**src/rtl/core/ile_pkg.sv**
```systemverilog
// Shared types and codes for the indexed list engine.
`timescale 1ns / 1ps
`default_nettype none

package ile_pkg;

  localparam int DATA_W  = 32;
  localparam int KIND_W  = 3;
  localparam int POS_W   = 5;
  localparam int COUNT_W = 5;

  typedef logic signed [DATA_W-1:0] data_t;

  // Operation codes carried in the kind field
  typedef enum logic [KIND_W-1:0] {
    KIND_PUSH_FRONT = 3'd0,
    KIND_PUSH_BACK  = 3'd1,
    KIND_INSERT_AT  = 3'd2,
    KIND_POP_FRONT  = 3'd3,
    KIND_POP_BACK   = 3'd4,
    KIND_REMOVE_AT  = 3'd5
  } kind_t;

  typedef enum logic [1:0] {
    ST_OK       = 2'd0,
    ST_FULL     = 2'd1,
    ST_EMPTY    = 2'd2,
    ST_PAST_END = 2'd3
  } status_t;

  // What every cell of a chain does with its stored value
  typedef enum logic [1:0] {
    CELL_HOLD   = 2'd0,
    CELL_INSERT = 2'd1,
    CELL_REMOVE = 2'd2
  } cell_op_t;

  typedef struct packed {
    cell_op_t op;
    data_t    value;
  } chain_ctl_t;

  typedef struct packed {
    logic [KIND_W-1:0] kind;
    data_t             value;
    logic [POS_W-1:0]  position;
  } item_t;

  typedef struct packed {
    data_t              removed_value;
    logic               removed_valid;
    status_t            status;
    logic [COUNT_W-1:0] entry_count;
    data_t              front_value;
    data_t              back_value;
  } result_t;

endpackage

`default_nettype wire

```
**src/rtl/core/indexed_list_engine.sv**
```systemverilog
// Top level of the indexed list engine: control, count and result register.
//
// Keeps an ordered list of up to CAPACITY signed 32-bit values. Each input
// beat on in_data asks for push front, push back, insert at a position, pop
// front, pop back or remove at a position. Each beat yields exactly one
// result beat on out_data with the removed value, a status code and the
// count, front and back of the list after the operation.
// The result is registered at the edge that accepts the item. Throughput is
// one item per cycle while out_ready is high, as every cell of the chains
// shifts, loads or holds on the edge that accepts the item.
// in_ready is high while the result register is empty or being drained, so
// a stalled receiver holds the current result and stops new input until the
// result beat is taken.
// Reset clears the entry count and the result valid flag; list storage is
// not cleared, as only entries below the count are ever read.
// Two chains are kept: one in list order and one in reverse order, so that
// both the front and the back sit in the first cell of a chain.
`timescale 1ns / 1ps
`default_nettype none

module indexed_list_engine #(
  parameter int CAPACITY = 16
) (
  input  wire logic             clk,
  input  wire logic             rst,
  input  wire logic             in_valid,
  output logic                  in_ready,
  input  wire ile_pkg::item_t   in_data,
  output logic                  out_valid,
  input  wire logic             out_ready,
  output ile_pkg::result_t      out_data
);

  localparam int CW   = $clog2(CAPACITY + 1);
  localparam int IW   = $clog2(CAPACITY);
  localparam int CMPW = (CW > ile_pkg::POS_W) ? CW : ile_pkg::POS_W;

  logic                      in_fire;
  logic [CW-1:0]             count;
  logic [CW-1:0]             count_next;
  logic [CMPW-1:0]           count_ext;
  logic [CMPW-1:0]           pos_ext;
  logic                      is_full;
  logic                      is_empty;
  logic                      do_ins;
  logic                      do_rem;
  logic                      use_rev;
  logic [IW-1:0]             fwd_idx;
  logic [IW-1:0]             rev_idx;
  logic [ile_pkg::POS_W-1:0] fwd_peek_pos;
  ile_pkg::status_t          status;
  ile_pkg::cell_op_t         op;
  ile_pkg::chain_ctl_t       ctl;
  ile_pkg::data_t            fwd_head_next;
  ile_pkg::data_t            rev_head_next;
  ile_pkg::data_t            fwd_peek;
  ile_pkg::data_t            rev_peek;
  ile_pkg::result_t          res;

  assign in_ready  = !out_valid || out_ready;
  assign in_fire   = in_valid && in_ready;
  assign count_ext = CMPW'(count);
  assign pos_ext   = CMPW'(in_data.position);
  assign is_full   = (count == CW'(CAPACITY));
  assign is_empty  = (count == '0);

  // Decode the operation into a chain index in list order
  always_comb begin
    status       = ile_pkg::ST_OK;
    do_ins       = 1'b0;
    do_rem       = 1'b0;
    use_rev      = 1'b0;
    fwd_idx      = '0;
    fwd_peek_pos = in_data.position;
    case (in_data.kind)
      ile_pkg::KIND_PUSH_FRONT: begin
        if (is_full) begin
          status = ile_pkg::ST_FULL;
        end else begin
          do_ins = 1'b1;
        end
      end
      ile_pkg::KIND_PUSH_BACK: begin
        if (is_full) begin
          status = ile_pkg::ST_FULL;
        end else begin
          do_ins  = 1'b1;
          fwd_idx = IW'(count);
        end
      end
      ile_pkg::KIND_INSERT_AT: begin
        if (is_full) begin
          status = ile_pkg::ST_FULL;
        end else begin
          do_ins = 1'b1;
          // past the end appends
          if (pos_ext > count_ext) begin
            fwd_idx = IW'(count);
          end else begin
            fwd_idx = IW'(in_data.position);
          end
        end
      end
      ile_pkg::KIND_POP_FRONT: begin
        fwd_peek_pos = '0;
        if (is_empty) begin
          status = ile_pkg::ST_EMPTY;
        end else begin
          do_rem = 1'b1;
        end
      end
      ile_pkg::KIND_POP_BACK: begin
        use_rev = 1'b1;
        if (is_empty) begin
          status = ile_pkg::ST_EMPTY;
        end else begin
          do_rem  = 1'b1;
          fwd_idx = IW'(count - CW'(1));
        end
      end
      ile_pkg::KIND_REMOVE_AT: begin
        if (is_empty) begin
          status = ile_pkg::ST_EMPTY;
        end else if (pos_ext >= count_ext) begin
          status = ile_pkg::ST_PAST_END;
        end else begin
          do_rem  = 1'b1;
          fwd_idx = IW'(in_data.position);
        end
      end
      default: begin
        status = ile_pkg::ST_OK;
      end
    endcase
  end

  // Mirror the index into the reversed chain and build the cell command
  always_comb begin
    op         = ile_pkg::CELL_HOLD;
    rev_idx    = '0;
    count_next = count;
    if (do_ins) begin
      op         = ile_pkg::CELL_INSERT;
      rev_idx    = IW'(count - CW'(fwd_idx));
      count_next = count + CW'(1);
    end else if (do_rem) begin
      op         = ile_pkg::CELL_REMOVE;
      rev_idx    = IW'(count - CW'(1) - CW'(fwd_idx));
      count_next = count - CW'(1);
    end
    ctl.op    = in_fire ? op : ile_pkg::CELL_HOLD;
    ctl.value = in_data.value;
  end

  ile_chain #(
    .DEPTH (CAPACITY),
    .IW    (IW)
  ) u_fwd (
    .clk       (clk),
    .ctl       (ctl),
    .index     (fwd_idx),
    .peek_pos  (fwd_peek_pos),
    .head_next (fwd_head_next),
    .peek_data (fwd_peek)
  );

  ile_chain #(
    .DEPTH (CAPACITY),
    .IW    (IW)
  ) u_rev (
    .clk       (clk),
    .ctl       (ctl),
    .index     (rev_idx),
    .peek_pos  ('0),
    .head_next (rev_head_next),
    .peek_data (rev_peek)
  );

  // Result fields for this beat
  always_comb begin
    res.removed_valid = do_rem;
    res.removed_value = do_rem ? (use_rev ? rev_peek : fwd_peek) : '0;
    res.status        = status;
    res.entry_count   = ile_pkg::COUNT_W'(count_next);
    res.front_value   = (count_next == '0) ? '0 : fwd_head_next;
    res.back_value    = (count_next == '0) ? '0 : rev_head_next;
  end

  // Count and output register
  always_ff @(posedge clk) begin
    if (rst) begin
      count     <= '0;
      out_valid <= 1'b0;
    end else begin
      if (in_fire) begin
        count     <= count_next;
        out_valid <= 1'b1;
      end else if (out_ready) begin
        out_valid <= 1'b0;
      end
    end
  end

  always_ff @(posedge clk) begin
    if (in_fire) begin
      out_data <= res;
    end
  end

  // A rejected insert leaves the count alone
  a_full_holds: assert property (@(posedge clk) disable iff (rst)
    (in_fire && res.status == ile_pkg::ST_FULL) |=> count == $past(count))
    else $error("count changed on a full list");

  // A removal drops the count by one
  a_remove_count: assert property (@(posedge clk) disable iff (rst)
    (in_fire && res.removed_valid) |=> count == $past(count) - CW'(1))
    else $error("removal did not decrement count");

  // A removed entry always reports success
  a_remove_ok: assert property (@(posedge clk) disable iff (rst)
    (out_valid && out_data.removed_valid) |-> out_data.status == ile_pkg::ST_OK)
    else $error("removed entry with non-ok status");

  // The list never grows past its capacity
  a_cap: assert property (@(posedge clk) disable iff (rst)
    in_fire |=> count <= CW'(CAPACITY))
    else $error("count exceeds capacity");

endmodule

`default_nettype wire

```
**src/rtl/core/ile_cell.sv**
```systemverilog
// One storage cell of the list chain: holds, loads, or takes a neighbor.
`timescale 1ns / 1ps
`default_nettype none

module ile_cell #(
  parameter int IW  = 4,
  parameter int POS = 0
) (
  input  wire logic               clk,
  input  wire ile_pkg::chain_ctl_t ctl,
  input  wire logic [IW-1:0]      index,
  input  wire ile_pkg::data_t     left_data,
  input  wire ile_pkg::data_t     right_data,
  output ile_pkg::data_t          data,
  output ile_pkg::data_t          data_next
);

  localparam logic [IW-1:0] MY_POS = IW'(POS);

  // Insert opens a gap at index, remove closes it
  always_comb begin
    data_next = data;
    case (ctl.op)
      ile_pkg::CELL_INSERT: begin
        if (MY_POS > index) begin
          data_next = left_data;
        end else if (MY_POS == index) begin
          data_next = ctl.value;
        end
      end
      ile_pkg::CELL_REMOVE: begin
        if (MY_POS >= index) begin
          data_next = right_data;
        end
      end
      default: begin
        data_next = data;
      end
    endcase
  end

  always_ff @(posedge clk) begin
    data <= data_next;
  end

endmodule

`default_nettype wire

```
**src/rtl/core/ile_chain.sv**
```systemverilog
// Row of list cells with head lookahead and a short random-access peek.
`timescale 1ns / 1ps
`default_nettype none

module ile_chain #(
  parameter int DEPTH = 16,
  parameter int IW    = 4
) (
  input  wire logic                      clk,
  input  wire ile_pkg::chain_ctl_t       ctl,
  input  wire logic [IW-1:0]             index,
  input  wire logic [ile_pkg::POS_W-1:0] peek_pos,
  output ile_pkg::data_t                 head_next,
  output ile_pkg::data_t                 peek_data
);

  localparam int PEEK_SPAN = 1 << ile_pkg::POS_W;
  localparam int PEEK_N    = (DEPTH < PEEK_SPAN) ? DEPTH : PEEK_SPAN;

  ile_pkg::data_t cells [DEPTH];
  ile_pkg::data_t cells_next [DEPTH];

  // Cells pass data to neighbors; the last cell takes its own value on remove
  for (genvar i = 0; i < DEPTH; i++) begin : g_cell
    ile_pkg::data_t left_in;
    ile_pkg::data_t right_in;

    if (i == 0) begin : g_first
      assign left_in = cells[i];
    end else begin : g_mid_l
      assign left_in = cells[i-1];
    end

    if (i == DEPTH - 1) begin : g_last
      assign right_in = cells[i];
    end else begin : g_mid_r
      assign right_in = cells[i+1];
    end

    ile_cell #(
      .IW  (IW),
      .POS (i)
    ) u_cell (
      .clk        (clk),
      .ctl        (ctl),
      .index      (index),
      .left_data  (left_in),
      .right_data (right_in),
      .data       (cells[i]),
      .data_next  (cells_next[i])
    );
  end

  assign head_next = cells_next[0];

  // Peek reaches only the positions the position field can name
  always_comb begin
    peek_data = '0;
    for (int i = 0; i < PEEK_N; i++) begin
      if (peek_pos == ile_pkg::POS_W'(i)) begin
        peek_data = cells[i];
      end
    end
  end

endmodule

`default_nettype wire
```
**config.mk**
```make
export PLATFORM = sky130hd
export DESIGN_NAME = indexed_list_engine
export DESIGN_NICKNAME = d
export VERILOG_FILES = /design/src/rtl/core/ile_pkg.sv /design/src/rtl/core/indexed_list_engine.sv /design/src/rtl/core/ile_cell.sv /design/src/rtl/core/ile_chain.sv
export SDC_FILE = /design/constraint.sdc
export NUM_CORES = 2
export LEC_CHECK = 0
export ABC_AREA = 1
export BUFFER_PORTS_ARGS = -buffer_cell sky130_fd_sc_hd__buf_2
export CORE_ASPECT_RATIO = 1.2
export CORE_UTILIZATION = 42
export CTS_CLUSTER_DIAMETER = 100
export DETAILED_ROUTE_END_ITERATION = 7
export PLACE_DENSITY = 0.62
export SLEW_MARGIN = 20
export SYNTH_ARGS = -nofsm -noshare
export SYNTH_HDL_FRONTEND = slang
export SYNTH_SLANG_ARGS = --single-unit
```
**constraint.sdc**
```tcl
create_clock -name clk -period 6.6 [get_ports clk]
set_input_delay 0.66 -clock clk [delete_from_list [all_inputs] [get_ports clk]]
set_output_delay 0.66 -clock clk [all_outputs]
set_load 0.02 [all_outputs]
```
==> flow_metrics.env <==
export IMPL_max_cap_violations=0
export IMPL_area_growth_pct=10.6
export IMPL_ys_seq_area_share_pct=54.4
export IMPL_pin_count=150
export IMPL_min_from="rst"
export IMPL_cp_arrival_ns=6.55
export IMPL_yosys_cell_count_top_type="nand2_1"
export IMPL_routabilityCongestion=0.925
export IMPL_cp_start_kind="flop"
export IMPL_wire_per_inst_um=26.5
export IMPL_use_met2_pct=52.2
export IMPL_clock_sinks=1134
export IMPL_synth_top_area_cell="edfxtp_1"
export IMPL_cts_buffer_depth=3
export IMPL_nNetsFinal=7259
export IMPL_r2r_setup_slack_ns=0.55
export IMPL_p_per_area_nw_per_um2=343
export IMPL_worst_pin_slew_ns=1.25
export IMPL_die_height_um=421
export IMPL_crit_chain="inv_1, ha_1, nand2_1, nor2_1, nand2_1, nand3_1, nand2_1, nand2_1, o21ai_0, nand3_1, nand3b_1, ha_1, fa_1, xor2_1, o21ai_2, nor2_1, inv_1, nand2_2, buf_4, o21ai_0, o21ai_0"
export IMPL_max_stage_delay_ns=0.79
export IMPL_r2r_end="u_rev.g_cell[10].u_cell.data[13]"
export IMPL_syn_inst=7363
export IMPL_numCtsBuffers=132
export IMPL_fin_util_pct=46.8
export IMPL_die_w_um=351
export IMPL_avgSynthCellArea_sq_um=8.33
export IMPL_antenna_found_initial=19
export IMPL_numPortBuffers=149
export IMPL_routed_wl_mm=245
export IMPL_fin_cells=9247
export IMPL_fin_hold_ws_ns=0.167
export IMPL_ys_seq_elements=1134
export IMPL_timing_rr_start="count[3]"
export IMPL_fin_ws_ns=0.545
export IMPL_drtAntennaViolNets=0
export IMPL_reg2regPathDepth=21
export IMPL_busiest_layer="met2"
export IMPL_place_inst=9002
export IMPL_avgViaCountPerCell=6.08
export IMPL_required_ns=7.09
export IMPL_via_count=56200
export IMPL_grt_pass1_vias=53500
export IMPL_post_route_period_util_pct=91.7
export IMPL_hpwlAfterDp_mm=157
export IMPL_grt_pass1_wl_mm=352
export IMPL_final_area_sq_um=67800
export IMPL_synth_cell_types=44
export IMPL_synth_edf_count=1064
export IMPL_grt_max_degree=162
export IMPL_worstPathMaxFanout=33
export IMPL_synth_common_cells="nand2_1 (2158), edfxtp_1 (1064), o21ai_0 (1037), inv_1 (524), nor2_1 (488)"
export IMPL_yosysTopAreaCellShare_pct=52.1
export IMPL_overflow=0
export IMPL_grtUsageMet1_pct=35.7
export IMPL_crit_top_cell="nand2_1"
export IMPL_core_area_sq_um=145000
export IMPL_fmax_mhz=165
export IMPL_critPathKind="flop to flop"
export IMPL_max_slew_margin_pct=16.3
export IMPL_status="complete, but fails checks"
export IMPL_cp_slowest_cell="o21ai_2"
export IMPL_fin_skew_ns=0.0270
export IMPL_met3_usage_pct=8.76
export IMPL_htreeDepth=4
export IMPL_min_path_cells=2
export IMPL_report_final_slew_viol_count=0
export IMPL_clk_pin_slew_ns=0.06
export IMPL_min_period_ns=6.05
export IMPL_dp_slack_ns=0.627
export IMPL_p_total_mw=23.3
export IMPL_rsz0062_at_grt="false"
export IMPL_placed_area_sq_um=63700
export IMPL_initial_core_util_pct=42.3
export IMPL_synthArstFlopShare_pct=0
export IMPL_min_path_type="input port to flop"
export IMPL_ir_drop_uv=285
export IMPL_hold_viol=0
export IMPL_synth_net_count=7422
export IMPL_synth_flop_cell="edfxtp_1"
export IMPL_initialDrtViolationCount=7270
export IMPL_clock_root_buffer="clkbuf_16"
export IMPL_post_cts_buffers=0
export IMPL_layout_drive_gt1_share_pct=8.04
export IMPL_synth_area_top_cells="edfxtp_1 (52%), nand2_1 (13%), o21ai_0 (8.5%)"
export IMPL_whs_endpoint="out_valid"
export IMPL_dieArea_sq_um=148000
export IMPL_rows=153
export IMPL_netlist_area_sq_um=61300
export IMPL_setup_tns_ns=0
export IMPL_setup_viol=0
export IMPL_track_usage_pct=32.4
export IMPL_violations="design-rule violations"
export IMPL_endpoint_kind="flop"
export IMPL_drt_pre_antenna_iters=8
export IMPL_drc_errors=1
export IMPL_yosysWarnings=0
export IMPL_p_leak_nw=25.8
export IMPL_clk_latency_ns=0.79
export IMPL_tritoncts="done"
registers in the layout (all words and copies together), names as in the netlist:
register and count:
out_data 104, count 5, u_rev.g_cell.u_cell.data 512, out_valid 1
u_fwd.g_cell.u_cell.data 512
routing by layer:
metal | vias up | share of wire, %
met1 | 27000 | 34
li1 | 25000 | -
met3 | 933 | 10
met5 | - | 0.031
met2 | 3266 | 46
met4 | 12 | 9.3
timing repair:
item | CTS | global route
gates resized for setup | 0 | 1
hold buffers | 0 | 0
endpoints found under the setup margin | 0 | 24
critical path, delay by kind of cell, from the launching register on:
family / cells / cell delay, ns
XOR/XNOR: 1 / 0.16
AO/OA/AOI/OAI: 4 / 1.37
adder cells (fa/ha/maj): 3 / 1.06
flip-flops: 1 / 0.56
buffers and inverters: 3 / 0.92
AND/OR/NAND/NOR: 10 / 1.66
worst max-delay path by stage:
stage                     slack (ns)        from                                to  depth (start not counted)
after floorplan                 0.49   out_ready   u_rev.g_cell[10].u_cell.data[0]                          9
after global placement          0.59  in_data[2]  u_rev.g_cell[10].u_cell.data[13]                         21
after detailed placement        0.63  in_data[2]                      out_data[26]                         29
after CTS                       0.67    count[3]                      out_data[26]                         29
after global routing            0.06    count[3]                      out_data[26]                         30
final                           0.55    count[3]  u_rev.g_cell[10].u_cell.data[13]                         21
report_power, final:
part | switching [mW] | internal, mW | leakage (nW)
sequential | 0.744 | 9.43 | 10.5
clock | 3.12 | 4.10 | 2.01
combinational | 4.30 | 1.61 | 13.3
total | 8.16 | 15.1 | 25.8
layout by cell type, fill, tap and decap left out, types with 12 or more instances in the layout:
cell	synthesis	routed
nand2_1	2158	2150
edfxtp_1	1064	1064
o21ai_0	1037	1033
inv_1	524	522
nor2_1	488	453
a21oi_1	337	331
o21ai_1	260	258
nand4_1	232	232
a31oi_1	188	188
buf_2	166	149
buf_4	19	148
clkbuf_16	0	137
nand3_1	137	134
o211ai_1	120	120
dfxtp_1	70	70
o22ai_1	38	38
clkbuf_1	390	36
clkinv_1	8	35
nor2_4	2	26
o221ai_1	19	19
nor2_2	4	15
clkinv_2	0	15
ha_1	13	13
nand2_2	6	12
buf_12	0	12
area by class of cell:
cell class | instances | area (sq um)
Multi-Input combinational cell | 5076 | 23700
Tap cell | 1937 | 2420
Timing Repair Buffer | 311 | 2150
Clock buffer | 178 | 3630
Fill cell | 14000 | 77100
Inverter | 545 | 2060
Clock inverter | 59 | 475
Sequential cell | 1134 | 33400
Antenna cell | 7 | 17.5
cell families (layout without fill, tap and decap cells):
| logic type | Yosys count | after routing | share of synthesized area [%] |
|---|---|---|---|
| simple gates | 3046 | 3046 | 20.1 |
| compound gates | 2008 | 2008 | 17.5 |
| buf+inv | 1153 | 1093 | 7.58 |
| flops | 1134 | 1134 | 54.4 |
| fa+ha+maj | 15 | 15 | 0.331 |
| xor+xnor | 7 | 7 | 0.112 |
| other cells | 0 | 7 | 0 |
Note: power is estimated with default switching activity, not from simulation.
